===== config.mk =====
export PLATFORM = sky130hd
export DESIGN_NAME = ecpe_ram
export DESIGN_NICKNAME = d
export VERILOG_FILES = /design/src/sv/ecpe_ram.sv
export SDC_FILE = /design/constraint.sdc
export NUM_CORES = 1
export LEC_CHECK = 0
export ABC_CLOCK_PERIOD_IN_PS = 3000
export BUFFER_PORTS_ARGS = -buffer_cell sky130_fd_sc_hd__buf_2
export CELL_PAD_IN_SITES_DETAIL_PLACEMENT = 1
export CELL_PAD_IN_SITES_GLOBAL_PLACEMENT = 2
export CORE_UTILIZATION = 50
export DETAILED_ROUTE_END_ITERATION = 10
export GPL_TIMING_DRIVEN = 0
export PLACE_DENSITY_LB_ADDON = 0.1
export SYNTH_ARGS = -nofsm -noshare
export SYNTH_HDL_FRONTEND = slang
export SYNTH_SLANG_ARGS = --single-unit

===== constraint.sdc =====
create_clock -name clk -period 3 [get_ports clk]
set_clock_uncertainty 0.15 [all_clocks]
set_input_delay 0.15 -clock clk [delete_from_list [all_inputs] [get_ports clk]]
set_output_delay 0.15 -clock clk [all_outputs]
set_load 0.03 [all_outputs]

===== src/sv/ecpe_ram.sv =====
module ecpe_ram #(
  parameter int WIDTH = 8,
  parameter int DEPTH = 16,
  parameter int ADDR_BITS = (DEPTH > 1) ? $clog2(DEPTH) : 1
) (
  input  logic                 clk,
  input  logic                 we,
  input  logic [ADDR_BITS-1:0] waddr,
  input  logic [WIDTH-1:0]     wdata,
  input  logic [ADDR_BITS-1:0] raddr,
  output logic [WIDTH-1:0]     rdata
);

  logic [WIDTH-1:0] mem [DEPTH];

  always_ff @(posedge clk) begin
    if (we) begin
      mem[waddr] <= wdata;
    end
    rdata <= mem[raddr];
  end

endmodule


==> reports/metrics.yaml <==
cts:
  cts.path.max_buffers: 2
  cts-htree-levels: 4
  root_buffer: "clkbuf_8"
  numCtsBuffers: 17
  cts_tree: "done"
  cts_num_sinks: 136
  cts_resized: 0
  clk_pin_slew_ns: 0.06
  clk_latency_ns: 0.53
synthesis:
  synth.distinct_cells: 19
  avgSynthCellArea_um2: 22.5
  yosys_warnings: 0
  ys_seq_area_frac: 0.778
  syn_area_mm2: 0.00515
  synth-seq-cells: 136
  postSynthCellCount: 229
  synth_nets: 247
floorplanning:
  die_area_mm2: 0.0107
  core.rowCount: 36
  ios: 26
  die_h_um: 103
  coreArea_mm2: 0.00986
  dieWidth_um: 103
  start_util: 0.522
timing:
  tns_ns: 0
  period_minus_slack_ns: 1.87
  hold_viol: 10
  setup_viol: 0
  holdWs_ns: -0.0127
  rsz0062_at_grt: "false"
  maxSlewViolCount: 0
  worst_pin_slew_ns: 1.25
  slew_headroom: 0.159
  timing.final.crit_share: 0.623
  fmax_mhz: 535
drt:
  vias: 2437
  wirelength_um: 10400
  first_pass_iters: 4
  wl_per_cell_um: 24.3
  ant_nets: 0
  route.detailed.drc: 0
  vias_per_cell: 5.69
  first_iter_violations: 145
place:
  gp_congestion: 0.696
  dp_hpwl_um: 6450
  port_buffers: 24
layout:
  num-nets-final: 300
  nFillCells: 838
  final_cell_mix: "edfxtp_1 (128), buf_2 (27), mux4_2 (18)"
  layout_commonest_cell: "edfxtp_1"
  diodes: 0
  synthToLayoutAreaGrowth_pct: 17.8
  layout-drive-gt1-share: 0.264
critical_path:
  startpoint_type: "primary input"
  critPathMaxStageDelay_ns: 1.01
  cp_slowest_cell: "nor3_1"
  cp_max_fo: 8
  required_ns: 2.98
  end_kind: "flip-flop"
  r2r_slack_ns: 1.40
  worstSetupPathType: "primary input to flip-flop"
  cp_cell_sequence: "dlygate4sd3_1, buf_2, nor3_1"
  cp_data_arrival_time_ns: 1.85
worst_hold_path:
  hp-class: "primary input to flip-flop"
grt:
  grt_antenna_before_repair: 0
  grt_max_degree: 17
  grt_use_total: 0.224
  grt_pass1_wl_um: 15300
  grt-ovfl-total: 0
  grt_pass1_vias: 2552
power:
  p_leak_nw: 2.04
  power.density_mw_per_mm2: 699
  ir_drop_v: 0.000398
run:
  maxCapViolCount: 0
status:
  status: "complete, but fails checks"
  failed_checks: "negative hold slack"
## synthesized netlist by cell type
cell type	number	area, um^2
a22oi_1	16	120
mux4_2	18	405
dfxtp_1	8	160
nor2_1	13	48.8
or3b_2	1	8.76
buf_4	1	7.51
nand3b_1	2	15.0
edfxtp_1	128	3840
nor3_1	4	20.0
nand3_1	1	5.00
nand2b_1	2	12.5
and2b_1	1	7.51
clkdlybuf4s25_2	3	30.0
and2_1	1	6.26
nand2_1	9	33.8
buf_6	3	33.8
buf_2	3	15.0
mux4_1	14	368
nor2b_1	1	6.26
## area by class of cell
cell class / instances / area, um^2 / area share
plain buffers: 10 / 86.3 / 0.0142
well taps: 133 / 166 / 0.0274
clock inverters: 3 / 40.0 / 0.00660
clock buffers: 29 / 489 / 0.0807
repair buffers: 34 / 215 / 0.0355
multi-input cells: 83 / 1060 / 0.175
flip-flops and latches: 136 / 4000 / 0.660
## timing repair
action	CTS	global route
endpoints found under the hold margin	128	8
setup endpoints to repair	0	0
buffers inserted	0	0
hold buffers	8	1
## worst paths after layout
path | start | end | depth (start not counted)
max | waddr[1] | mem[0][1]$_DFFE_PP_ | 3
min | waddr[0] | mem[8][4]$_DFFE_PP_ | 2
max reg2reg | mem[5][3]$_DFFE_PP_ | rdata[3]$_DFF_P_ | 3
min reg2reg | mem[8][3]$_DFFE_PP_ | rdata[3]$_DFF_P_ | 3
## power breakdown
group          total (mW)  internal, mW  switching [mW]
combinational       0.235        0.0924           0.143
sequential           2.14          2.13          0.0104
clock                1.87          1.16           0.704
## layer usage
layer,up-vias,track usage,wire length [um]
met5,-,0,0
met4,0,0.0986,133
met3,11,0.0625,640
met2,74,0.333,4950
met1,1270,0.315,4680
li1,1082,-,-
## cell families (layout without fill, tap and decap cells)
family / after synthesis / count (layout) / share of synthesized area
AOI/OAI and AO/OA: 16 / 16 / 0.0233
and+or+nand+nor: 35 / 35 / 0.0318
buffers and inverters: 10 / 76 / 0.0168
muxes: 32 / 32 / 0.150
DFF: 136 / 136 / 0.778
## registers in the layout, indices dropped and copies added, names as in the netlist
name	count
rdata	8
mem	128
## per-stage QoR
step | total power [mW] | cell area [um^2] | utilization | worst slack [ns] | instances
3_3_place_gp | 2.40 | 5430 | 0.551 | 0.568 | 386
6_report | 4.24 | 6060 | 0.615 | 1.13 | 428
3_5_place_dp | 2.41 | 5430 | 0.551 | 0.612 | 386
2_1_floorplan | 2.31 | 5150 | - | 1.21 | 229
5_1_grt | 4.35 | 6060 | 0.615 | 0.980 | 428
4_1_cts | 4.26 | 6040 | 0.613 | 1.17 | 426
## worst max-delay path: cells and delay by family
family	cells	cell delay (ns)
buf+inv	2	0.69
simple gates	1	1.01
Note: power is estimated with default switching activity, not from simulation.
