--- src/sv/ecpe_pkg.sv ---
package ecpe_pkg;

  localparam int XY_BITS     = 8;
  localparam int VALUE_BITS  = 16;
  localparam int THR_BITS    = 15;
  localparam int PORT_TIME   = 48;
  localparam int DELTA_BITS  = 32;
  localparam int CFG_IDX_BITS  = 2;
  localparam int CFG_DATA_BITS = 32;

  localparam logic [CFG_IDX_BITS-1:0] CFG_POS_THRESHOLD = 2'd0;
  localparam logic [CFG_IDX_BITS-1:0] CFG_NEG_THRESHOLD = 2'd1;
  localparam logic [CFG_IDX_BITS-1:0] CFG_REFRACTORY    = 2'd2;

  localparam logic [THR_BITS-1:0]   POS_THRESHOLD_RST = 15'd2458;
  localparam logic [THR_BITS-1:0]   NEG_THRESHOLD_RST = 15'd2458;
  localparam logic [DELTA_BITS-1:0] REFRACTORY_RST    = 32'd100000;

  typedef struct packed {
    logic [XY_BITS-1:0]           pixel_x;
    logic [XY_BITS-1:0]           pixel_y;
    logic signed [VALUE_BITS-1:0] log_value;
    logic [PORT_TIME-1:0]         frame_time;
    logic [DELTA_BITS-1:0]        frame_delta;
    logic                         frame_end;
  } pixel_t;

  typedef struct packed {
    logic [PORT_TIME-1:0] event_time;
    logic [XY_BITS-1:0]   event_x;
    logic [XY_BITS-1:0]   event_y;
    logic                 polarity;
    logic                 suppressed;
    logic                 last_of_pixel;
    logic                 truncated;
  } event_t;

  typedef enum logic [2:0] {
    ST_IDLE,
    ST_READ,
    ST_COMPARE,
    ST_HIT,
    ST_DIVIDE,
    ST_TIME,
    ST_SUPPRESS,
    ST_WRITE
  } state_t;

endpackage

--- src/sv/ecpe_div.sv ---
module ecpe_div import ecpe_pkg::*; #(
  parameter int TIME_BITS = 48
) (
  input  logic                  clk,
  input  logic                  rst,
  input  logic                  start,
  input  logic [VALUE_BITS-1:0] num,
  input  logic [VALUE_BITS-1:0] den,
  input  logic [TIME_BITS-1:0]  scale,
  output logic                  done,
  output logic [TIME_BITS-1:0]  quot
);

  localparam int CNT_BITS = $clog2(TIME_BITS);

  logic                  busy;
  logic [CNT_BITS-1:0]   cnt;
  logic [TIME_BITS-1:0]  scale_sh;
  logic [VALUE_BITS-1:0] num_r;
  logic [VALUE_BITS-1:0] rem;
  logic [VALUE_BITS+1:0] acc;
  logic [VALUE_BITS+1:0] den1;
  logic [VALUE_BITS+1:0] den2;
  logic [VALUE_BITS-1:0] rem_next;
  logic [1:0]            digit;

  assign den1 = {2'b00, den};
  assign den2 = {1'b0, den, 1'b0};

  always_comb begin
    acc = {1'b0, rem, 1'b0} + (scale_sh[TIME_BITS-1] ? {2'b00, num_r} : '0);
    if (acc >= den2) begin
      rem_next = VALUE_BITS'(acc - den2);
      digit    = 2'd2;
    end else if (acc >= den1) begin
      rem_next = VALUE_BITS'(acc - den1);
      digit    = 2'd1;
    end else begin
      rem_next = VALUE_BITS'(acc);
      digit    = 2'd0;
    end
  end

  always_ff @(posedge clk) begin
    if (rst) begin
      busy <= 1'b0;
      done <= 1'b0;
    end else begin
      done <= 1'b0;
      if (start) begin
        busy <= 1'b1;
      end else if (busy && cnt == '0) begin
        busy <= 1'b0;
        done <= 1'b1;
      end
    end
  end

  always_ff @(posedge clk) begin
    if (start) begin
      cnt      <= CNT_BITS'(TIME_BITS - 1);
      scale_sh <= scale;
      num_r    <= num;
      rem      <= '0;
      quot     <= '0;
    end else if (busy) begin
      cnt      <= cnt - 1'b1;
      scale_sh <= {scale_sh[TIME_BITS-2:0], 1'b0};
      rem      <= rem_next;
      quot     <= {quot[TIME_BITS-2:0], 1'b0} + TIME_BITS'(digit);
    end
  end

endmodule

--- config.mk ---
export PLATFORM = sky130hd
export DESIGN_NAME = ecpe_div
export DESIGN_NICKNAME = d
export VERILOG_FILES = /design/src/sv/ecpe_pkg.sv /design/src/sv/ecpe_div.sv
export SDC_FILE = /design/constraint.sdc
export NUM_CORES = 1
export LEC_CHECK = 0
export ABC_AREA = 1
export BUFFER_PORTS_ARGS = -buffer_cell sky130_fd_sc_hd__buf_4
export CAP_MARGIN = 20
export CORE_ASPECT_RATIO = 2
export CORE_MARGIN = 5
export CORE_UTILIZATION = 45
export CTS_BUF_LIST = sky130_fd_sc_hd__clkbuf_8 sky130_fd_sc_hd__clkbuf_16
export CTS_CLUSTER_DIAMETER = 150
export DETAILED_ROUTE_END_ITERATION = 10
export PLACE_DENSITY_LB_ADDON = 0.15
export SLEW_MARGIN = 20
export SYNTH_ARGS = -nofsm -noshare
export SYNTH_HDL_FRONTEND = slang
export SYNTH_SLANG_ARGS = --single-unit
export TNS_END_PERCENT = 5
--- constraint.sdc ---
create_clock -name clk -period 12.5 [get_ports clk]
set_input_delay 1.25 -clock clk [delete_from_list [all_inputs] [get_ports clk]]
set_output_delay 1.25 -clock clk [all_outputs]
set_load 0.02 [all_outputs]
==> results of run 1 <==
## layout by cell type (no fill, tap or decap), types with 11 or more instances in the layout
cell type / n
a21oi_2: 11
a21oi_1: 80
nand4_1: 19
dfxtp_1: 72
edfxtp_1: 64
nand2_1: 432
ha_1: 50
inv_2: 20
o21ai_0: 43
clkbuf_16: 17
nand3_1: 81
nor2_1: 78
inv_1: 159
buf_4: 138
xor2_1: 49
nor3_1: 28
## area by class of cell
class | instances | area, um^2 | share of cell area [%]
sequential | 136 | 3360 | 29.6
clock buffer | 18 | 439 | 3.87
clock inverter | 14 | 183 | 1.61
multi-input combinational | 987 | 5320 | 46.9
inverter | 179 | 676 | 5.95
timing repair buffer | 138 | 1040 | 9.12
tap | 269 | 337 | 2.96
## registers in the layout (all words and copies together) (netlist names)
register  flops
cnt           6
quot         48
busy          1
done          1
rem          16
num_r        16
scale_sh     48
## final timing paths
kind / start / to / slack, ps / cells after the start
setup / recovery: scale_sh[47] / quot[29] / 6920 / 28
hold / removal: rem[0] / rem[0] / 470 / 2
setup reg to reg: scale_sh[47] / quot[29] / 6920 / 28
hold reg to reg: rem[0] / rem[0] / 470 / 2
## critical path: cells and delay by family, from the launching register on
family                     cells  cell delay [ps]
and+or+nand+nor               19             2970
adders and majority gates      5             1470
DFF                            1              630
xor gates and xnor gates       1              190
AOI/OAI and AO/OA              1              110
buffers and inverters          2              100
## cells by family after synthesis
family                   after synthesis  synth area share (%)
XOR/XNOR                              56                  5.15
AND/OR/NAND/NOR                      697                  32.6
flip-flops                           136                  35.3
adder cells (fa/ha/maj)               53                  7.20
buffers and inverters                213                  8.80
AO/OA/AOI/OAI                        181                  10.9
## per-layer routing
metal,share of wire [%],vias up
li1,-,4605
met1,30,4336
met2,58,288
met3,3.4,116
met4,8.2,0
met5,0,-
## cells in the mapped netlist (4+ instances only)
cell	instances	area, um^2
nand2_1	432	1620
inv_1	158	593
nand3_1	81	405
a21oi_1	80	400
nor2_1	78	293
dfxtp_1	72	1440
edfxtp_1	64	1920
ha_1	50	626
xor2_1	49	429
o21ai_0	43	215
nor3_1	28	140
clkbuf_1	27	101
inv_2	19	71.3
nand4_1	19	119
a21oi_2	11	96.3
o211ai_1	9	67.6
o21ai_1	9	45.0
nand2_2	7	43.8
nand3_2	7	70.1
nor4_1	7	43.8
o21bai_1	7	52.6
xnor2_1	7	61.3
a21o_1	6	45.0
nor2_4	5	56.3
o22ai_1	5	31.3
a31oi_1	4	25.0
buf_6	4	45.0
nor3_2	4	40.0
nor4_2	4	50.1
or2_2	4	25.0
## power by group through the flow
| stage | Combinational, mW | Clock [mW] | Sequential (mW) |
|---|---|---|---|
| after floorplan | 0.444 | 0 | 0.547 |
| after global placement | 0.660 | 0 | 0.550 |
| after detailed placement | 0.655 | 0 | 0.551 |
| after CTS | 0.660 | 0.538 | 0.542 |
| after global routing | 0.723 | 0.558 | 0.546 |
| final | 0.663 | 0.528 | 0.542 |
## through the flow
stage | hold slack (ps) | cell area (um^2) | instances | power (mW) | setup slack [ps]
floorplan | 432 | 9520 | 1336 | 0.992 | 7880
global placement | 455 | 10700 | 1709 | 1.21 | 7110
detailed placement | 456 | 10700 | 1709 | 1.21 | 6980
CTS | 468 | 11400 | 1741 | 1.74 | 6960
global route | 491 | 11400 | 1741 | 1.83 | 6480
finish | 469 | 11400 | 1741 | 1.73 | 6920
==> metrics, run 1 <==
status finished clean; CP peak stage delay 710 ps; switching part of the total 38.6%; GRT Residual Overflow 0; Yosys reg bits 136; fraction of registers with async set/reset 0%; cts-stage hold buffer count 0; Tightest Hold Check Type reg -> reg; core area 20900 um^2; VDD IR max 0.143 mV; Reg clk slew, reported paths 60 ps; GRT busiest layer met2; startpoint types register; Layout Utilization 54.3%; post-DR wirelength/cell 19.3 um; WP data arrival 5900 ps; WL final 33.7 mm; Seq/Total Area, Yosys 35.3%; kind of critical path reg -> reg; Yosys cell types 55; Final GP Congestion 1.02; clock root cell clkbuf_16; critical-path cell with the highest stage delay nor4_1; internal power 1.06 mW; RSZ-0062 raised after global routing no; Hold Vio Cnt, Final 0; Crit path required time 12820 ps; Synth Flop Type dfxtp_1; Psw 670 uW; max-cap check violation count 0; Comb power frac 38.3%; DIE WIDTH 113 um; crit share post-route 44.6%; EDFF count, synth 64; min Tclk post-route 5580 ps; mean post-synth cell area 7.13 um^2; IO buf count 131; synthesized area 9520 um^2; clock sinks 136; post-CTS setup buffer count 0; CP Capture Type register; P per Cell Area 153 nW/um^2; TritonCTS clock tree built; H-tree lvl count 4; clock network power share 30.5%; diode count 0; vias in the first global route 9569; Num CTS Buffers 17; Crit path top cell by count nand2_1; synthesized netlist cell count 1336; via density per instance 5.37; Leakage 5.57 nW; initial antenna violation count 1; gr usage total 27.9%; Max clock buf depth 2; layout cell share with drive strength beyond 1 16.4%; setup TNS 0 ps; Rel. slew slack 45.3%; post-CTS resize count 0; # IOs 132; GR Layer Usage met2 56.0%; Global Route met1 Usage 23.0%; # nets final 1595; yosys warns 0; Pre-antenna DRT Iters 5; Reg power frac 31.3%; first-pass GRT wire length 51.5 mm; # rows 75; FMAX 179 MHz; count of pins over their slew limit 0; Mapped Nets 1472; worst-path maximum fanout 19; largest net degree at the start of global routing 53; Initial Util 45.5%; Initial DRC Count 611; Final Setup Violations 0; Area growth syn-to-layout 19.2%; skew final 11.0 ps; DP HPWL 27.1 mm; Via Count 9345; clk_lat worst skew 430 ps; Worst Max-Slew Pin Slew 813 ps; die height 216 um; met3 layer usage reported by global route 4.60%; Die Area 24300 um^2; final antenna-violating net count 0; DRC errors left 0; fillers 2135
Note: power is estimated with default switching activity, not from simulation.
==> run 2: changes to the inputs <==
ABC_AREA = 0   (was 1)
clock period = 4.78 ns   (was 12.5 ns; I/O delays follow)
==> run 2 against run 1 <==
Net effect: the run now ends with setup timing left; clock-buffer cell count is the same; setup slack lost 7300 ps; flip-flop and latch count is the same; critical path type unchanged; largest cell class unchanged.
==> metrics, run 2 <==
# IOs 132 (unchanged); core area 18700 um^2 (-11%); clock root cell clkbuf_16; EDFF count, synth 64 (unchanged); Yosys reg bits 136 (unchanged); crit share post-route 108% (+63 points); first-pass GRT wire length 38.6 mm (-25%); clk_lat worst skew 420 ps (about the same); CP Capture Type register; IO buf count 131 (unchanged); Hold Vio Cnt, Final 0 (unchanged); diode count 0 (unchanged); cts-stage hold buffer count 0 (unchanged); DIE WIDTH 107 um (-5.3%); Tightest Hold Check Type in -> reg; most common cell after layout, fill and taps aside buf_4; Worst Max-Slew Pin Slew 989 ps (+176 ps); WP data arrival 5480 ps (-420 ps); Commonest cells post-synth nor2_1 (81), dfxtp_1 (72), edfxtp_1 (64); r2r worst-path depth 26 (-7.1%); critical-path cell with the highest stage delay edfxtp_1; layout cell share with drive strength beyond 1 35.5% (+19 points); largest net degree at the start of global routing 81 (+53%); Final Setup Violations 34 (+34); skew final 6.96 ps (-4.06 ps); Via Count 7605 (-19%); min Tclk post-route 5140 ps (-435 ps); post-synth top area cell edfxtp_1; yosys warns 0 (unchanged); Hold Path Stages 2 (unchanged); Die Area 21800 um^2 (-11%); Leakage 4.72 nW (-15%); area fraction of the dominant cell type after synthesis 22.8% (+2.6 points); synthesized area 8440 um^2 (-11%); synthesized netlist cell count 885 (-34%); post-placement cell area 10600 um^2 (-1.7%); # rows 71 (-5.3%); R2R Setup Slk -360 ps (-7290 ps); failing checks setup timing; RSZ-0062 raised after global routing yes; fillers 1638 (-23%); VDD IR max 0.315 mV (+120%); mean post-synth cell area 9.54 um^2 (+34%); Final Worst Setup Slack -365 ps (-7290 ps); startpoint types register; kind of critical path reg -> reg; crit path buf inv count 2 (unchanged); Reg clk slew, reported paths 60 ps (about the same); # nets final 1259 (-21%); Rel. slew slack 33.9% (-11 points); pre-CTS setup slack -466 ps (-7440 ps); status complete, but fails checks; Worst Hold Launch rst; Synth Flop Type dfxtp_1; Critical R2R Capture quot[42]; family with the most delay on the worst path simple AND/OR/NAND/NOR gates; largest cells by area after synthesis edfxtp_1 (23%), dfxtp_1 (17%), ha_1 (7.4%); Num CTS Buffers 17 (unchanged); TritonCTS clock tree built; FMAX 194 MHz (+8.5%); Yosys cell types 64 (+16%); GRT Residual Overflow 0 (unchanged); P per Cell Area 440 nW/um^2 (+190%); Initial DRC Count 240 (-61%); DP HPWL 18.7 mm (-31%); RR Startpoint scale_sh[47]; post-DR wirelength/cell 18.1 um (-6.5%); WL final 24.5 mm (-27%); vias in the first global route 7717 (-19%); worst-path maximum fanout 7 (-12); Crit path required time 5110 ps (-7710 ps); Seq/Total Area, Yosys 39.9% (+4.5 points); most frequent cell after synthesis nor2_1; hold worst-path end busy; Pre-antenna DRT Iters 5 (unchanged); fraction of registers with async set/reset 0% (unchanged); Area growth syn-to-layout 36.6%; H-tree lvl count 4 (unchanged); Initial Util 45.2% (-0.26 points); Final GP Congestion 0.904 (-11%); biggest regs quot: 48 flops, scale_sh: 48 flops; initial antenna violation count 0 (-1); die height 204 um (-5.6%); commonest non-fill, non-tap cells in the layout buf_4 (249), nor2_1 (72), dfxtp_1 (71), edfxtp_1 (64), nand2_1 (62); clock sinks 136 (unchanged); DRC errors left 0 (unchanged); CP peak stage delay 480 ps (-230 ps); gr usage total 22.9% (-4.9 points); Max clock buf depth 2 (unchanged); Finished Cell Area 11500 um^2 (+1.5%); max-cap check violation count 0 (unchanged); via density per instance 5.61 (+4.6%); Mapped Nets 1021 (-31%); final antenna-violating net count 0 (unchanged); count of pins over their slew limit 0 (unchanged)
run 2: cell type report:
type	count	area (um^2)	share of cell area [%]
multi-input cells	680	5250	45.6
well taps	219	274	2.38
inverters	34	128	1.11
repair buffers	254	1930	16.8
flip-flops and latches	136	3370	29.2
clock buffers	18	450	3.91
clock inverters	14	121	1.05
run 2: worst max-delay path by stage:
stage | from | cells past startpoint | end | slack (ps)
after global routing | scale_sh[47] | 26 | quot[42] | -660
after CTS | scale_sh[47] | 26 | quot[42] | -250
after global placement | scale_sh[47] | 25 | quot[35] | -340
final | scale_sh[47] | 26 | quot[42] | -360
after floorplan | scale_sh[47] | 28 | quot[42] | -390
after detailed placement | scale_sh[47] | 25 | quot[35] | -470
run 2: where the power goes:
part           internal, mW  leakage, nW  switching [mW]
combinational          1.15         3.21            1.19
clock                 0.747        0.279           0.535
sequential             1.35         1.23           0.104
total                  3.25         4.72            1.83
run 2: cells by family after synthesis:
kind of cell / synth area share, %
multiplexers: 7.95
XOR/XNOR: 7.37
AND/OR/NAND/NOR: 16.8
adder cells (fa/ha/maj): 8.12
AO/OA/AOI/OAI: 16.8
flip-flops: 39.9
buffers and inverters: 3.10
run 2: stage by stage:
| step | TNS, ps | power (mW) | cells | utilization, % | hold slack (ps) |
|---|---|---|---|---|---|
| after floorplan | -5930 | 2.80 | 885 | - | 432 |
| after global placement | -7060 | 3.59 | 1310 | 56.6 | 464 |
| after detailed placement | -11080 | 3.61 | 1310 | 56.6 | 468 |
| after CTS | -4050 | 4.98 | 1348 | 60.5 | 199 |
| after global routing | -18810 | 5.38 | 1355 | 61.8 | 199 |
| final | -5880 | 5.08 | 1355 | 61.8 | 223 |
run 2: metal layers:
| metal | GRT usage, % | vias up | routed length (um) |
|---|---|---|---|
| li1 | - | 3735 | - |
| met1 | 22.0 | 3627 | 8360 |
| met2 | 43.6 | 176 | 13800 |
| met3 | 4.47 | 67 | 984 |
| met4 | 14.2 | 0 | 1410 |
| met5 | 0 | - | 0 |
run 2: repair_timing:
action / in CTS / in global routing
gates resized for setup: 33 / 35
hold endpoints to repair: 0 / 0
pin swaps: 29 / 21
setup buffers: 7 / 7
setup endpoints to repair: 54 / 61
==> run 3: changes to the inputs <==
CELL_PAD_IN_SITES_DETAIL_PLACEMENT = 2   (was default)
CELL_PAD_IN_SITES_GLOBAL_PLACEMENT = 2   (was default)
CORE_UTILIZATION = 32   (was 45)
PLACE_DENSITY = 0.87   (was default)
PLACE_DENSITY_LB_ADDON = default   (was 0.15)
==> run 3 against run 2 <==
Net effect: critical endpoint is now quot[35]; the run still ends with setup timing left; final cell count rose by 11%; routed wire length rose by 130%; via count rose by 25%; critical path depth rose by 1; power rose by 22%; clock power rose by 22%; die area rose by 37%; register-to-register slack got worse by 1100 ps; utilization fell by 14 points.
==> metrics, run 3 (synthesis results as in run 2) <==
status complete, but fails checks; failing checks setup timing; startpoint types register; gr usage total 34.3% (+11 points); P per Cell Area 501 nW/um^2 (+14%); setup TNS -57220 ps (-51340 ps); initial antenna violation count 4 (+4); switching part of the total 44.1% (+8.1 points); Max clock buf depth 2 (unchanged); crit share post-route 131% (+23 points); DP HPWL 27.9 mm (+49%); Final Setup Violations 64 (+88%); Final GP Congestion 0.897 (-0.81%); WHS 178 ps (-44.9 ps); WL final 57.1 mm (+130%); WP data arrival 6600 ps (+1120 ps); min Tclk post-route 6250 ps (+1110 ps); Worst Max-Slew Pin Slew 1100 ps (+106 ps); commonest non-fill, non-tap cells in the layout buf_4 (268), dfxtp_1 (71), nor2_1 (66), edfxtp_1 (64), nand2_1 (60); Tightest Hold Check Type in -> reg; biggest regs quot: 48 flops, scale_sh: 48 flops; most common cell after layout, fill and taps aside buf_4; H-tree lvl count 4 (unchanged); Crit path top cell by count ha_4; Crit path required time 5120 ps (about the same); # rows 84 (+18%); first-pass GRT wire length 74.7 mm (+93%); worst-path maximum fanout 6 (-1); post-DR wirelength/cell 37.9 um (+110%); CP peak stage delay 510 ps (+30 ps); FMAX 160 MHz (-18%); die height 240 um (+18%); # IOs 132 (unchanged); Rel. slew slack 26.9% (-7.0 points); via density per instance 6.29 (+12%); Final Worst Setup Slack -1470 ps (-1110 ps); IO buf count 131 (unchanged); DIE WIDTH 125 um (+17%); kind of critical path reg -> reg; fillers 2640 (+61%); Hold Vio Cnt, Final 0 (unchanged); clock network power share 25.2% (about the same); Pre-antenna DRT Iters 5 (unchanged); vias in the first global route 10500 (+36%); clk_lat worst skew 490 ps (+70 ps); skew final 28.0 ps (+21.0 ps); clock root cell clkbuf_16; cts-stage hold buffer count 0 (unchanged); Die Area 29900 um^2 (+37%); DRC errors left 0 (unchanged); Psw 2.74 mW (+50%); layout cell share with drive strength beyond 1 43.1% (+7.6 points); clock sinks 136 (unchanged); Comb power frac 50.4% (+4.3 points); Via Count 9475 (+25%); Leakage 4.97 nW (+5.2%); VDD IR max 0.343 mV (+8.9%); RSZ-0062 raised after global routing yes; final antenna-violating net count 0 (unchanged); Reg power frac 24.4% (-4.2 points); TritonCTS clock tree built; pre-CTS setup slack -1070 ps (-605 ps); internal power 3.47 mW (+6.8%); Initial Util 32.2% (-13 points); post-placement cell area 10800 um^2 (+2.0%); non-filler cells, final 1507 (+11%); max-cap check violation count 0 (unchanged); # nets final 1282 (+1.8%); critical-path cell with the highest stage delay edfxtp_1; Tot Pwr 6.21 mW (+22%); GRT Residual Overflow 0 (unchanged); dpl cells 1442 (+10%); CP Capture Type register; Area growth syn-to-layout 46.9%; Layout Utilization 47.4% (-14 points); largest net degree at the start of global routing 103 (+27%); count of pins over their slew limit 0 (unchanged); core area 26200 um^2 (+40%); Initial DRC Count 681 (+180%); Reg clk slew, reported paths 90 ps (+30 ps); Finished Cell Area 12400 um^2 (+7.6%); Num CTS Buffers 17 (unchanged)
==> run 3: cell type report <==
cell class                 count  area [um^2]  area share [%]
clock inverter                15          199            1.60
tap                          344          430            3.47
antenna                        4         10.0          0.0807
clock buffer                  17          425            3.43
sequential                   136         3370            27.2
timing repair buffer         277         2120            17.1
inverter                      34          128            1.03
multi-input combinational    680         5720            46.1
==> run 3: repair_timing <==
item | 4_1_cts | 5_1_grt
pin swaps | 46 | 39
setup endpoints to repair | 63 | 63
buffers inserted | 21 | 10
resized for setup | 101 | 71
==> run 3: path summary, 6_finish.rpt <==
check | startpoint | to | slack, ps | depth (start not counted)
setup reg to reg | scale_sh[47] | quot[35] | -1470 | 27
hold / removal | num[14] | num_r[14] | 180 | 1
setup / recovery | scale_sh[47] | quot[35] | -1470 | 27
hold reg to reg | rem[12] | rem[12] | 560 | 2
==> run 3: worst max-delay path: cells and delay by family, from the launching register on <==
family / cells / cell delay [ps]
XOR/XNOR: 1 / 210
AO/OA/AOI/OAI: 10 / 2500
flip-flops: 1 / 510
AND/OR/NAND/NOR: 9 / 1750
adder cells (fa/ha/maj): 4 / 720
buffers and inverters: 3 / 410
==> run 3: power by group through the flow <==
stage	logic, mW	registers, mW	clock network (mW)
after global routing	3.22	1.51	1.59
after detailed placement	2.34	1.49	0
after global placement	2.17	1.47	0
after floorplan	1.33	1.47	0
final	3.13	1.51	1.56
after CTS	2.63	1.48	1.51
==> run 3: routing by layer <==
| layer | share of wire [%] | track usage (%) |
|---|---|---|
| met1 | 32 | 30.6 |
| met2 | 51 | 64.4 |
| met3 | 5.3 | 7.03 |
| met4 | 11 | 29.7 |
| met5 | 0 | 0 |
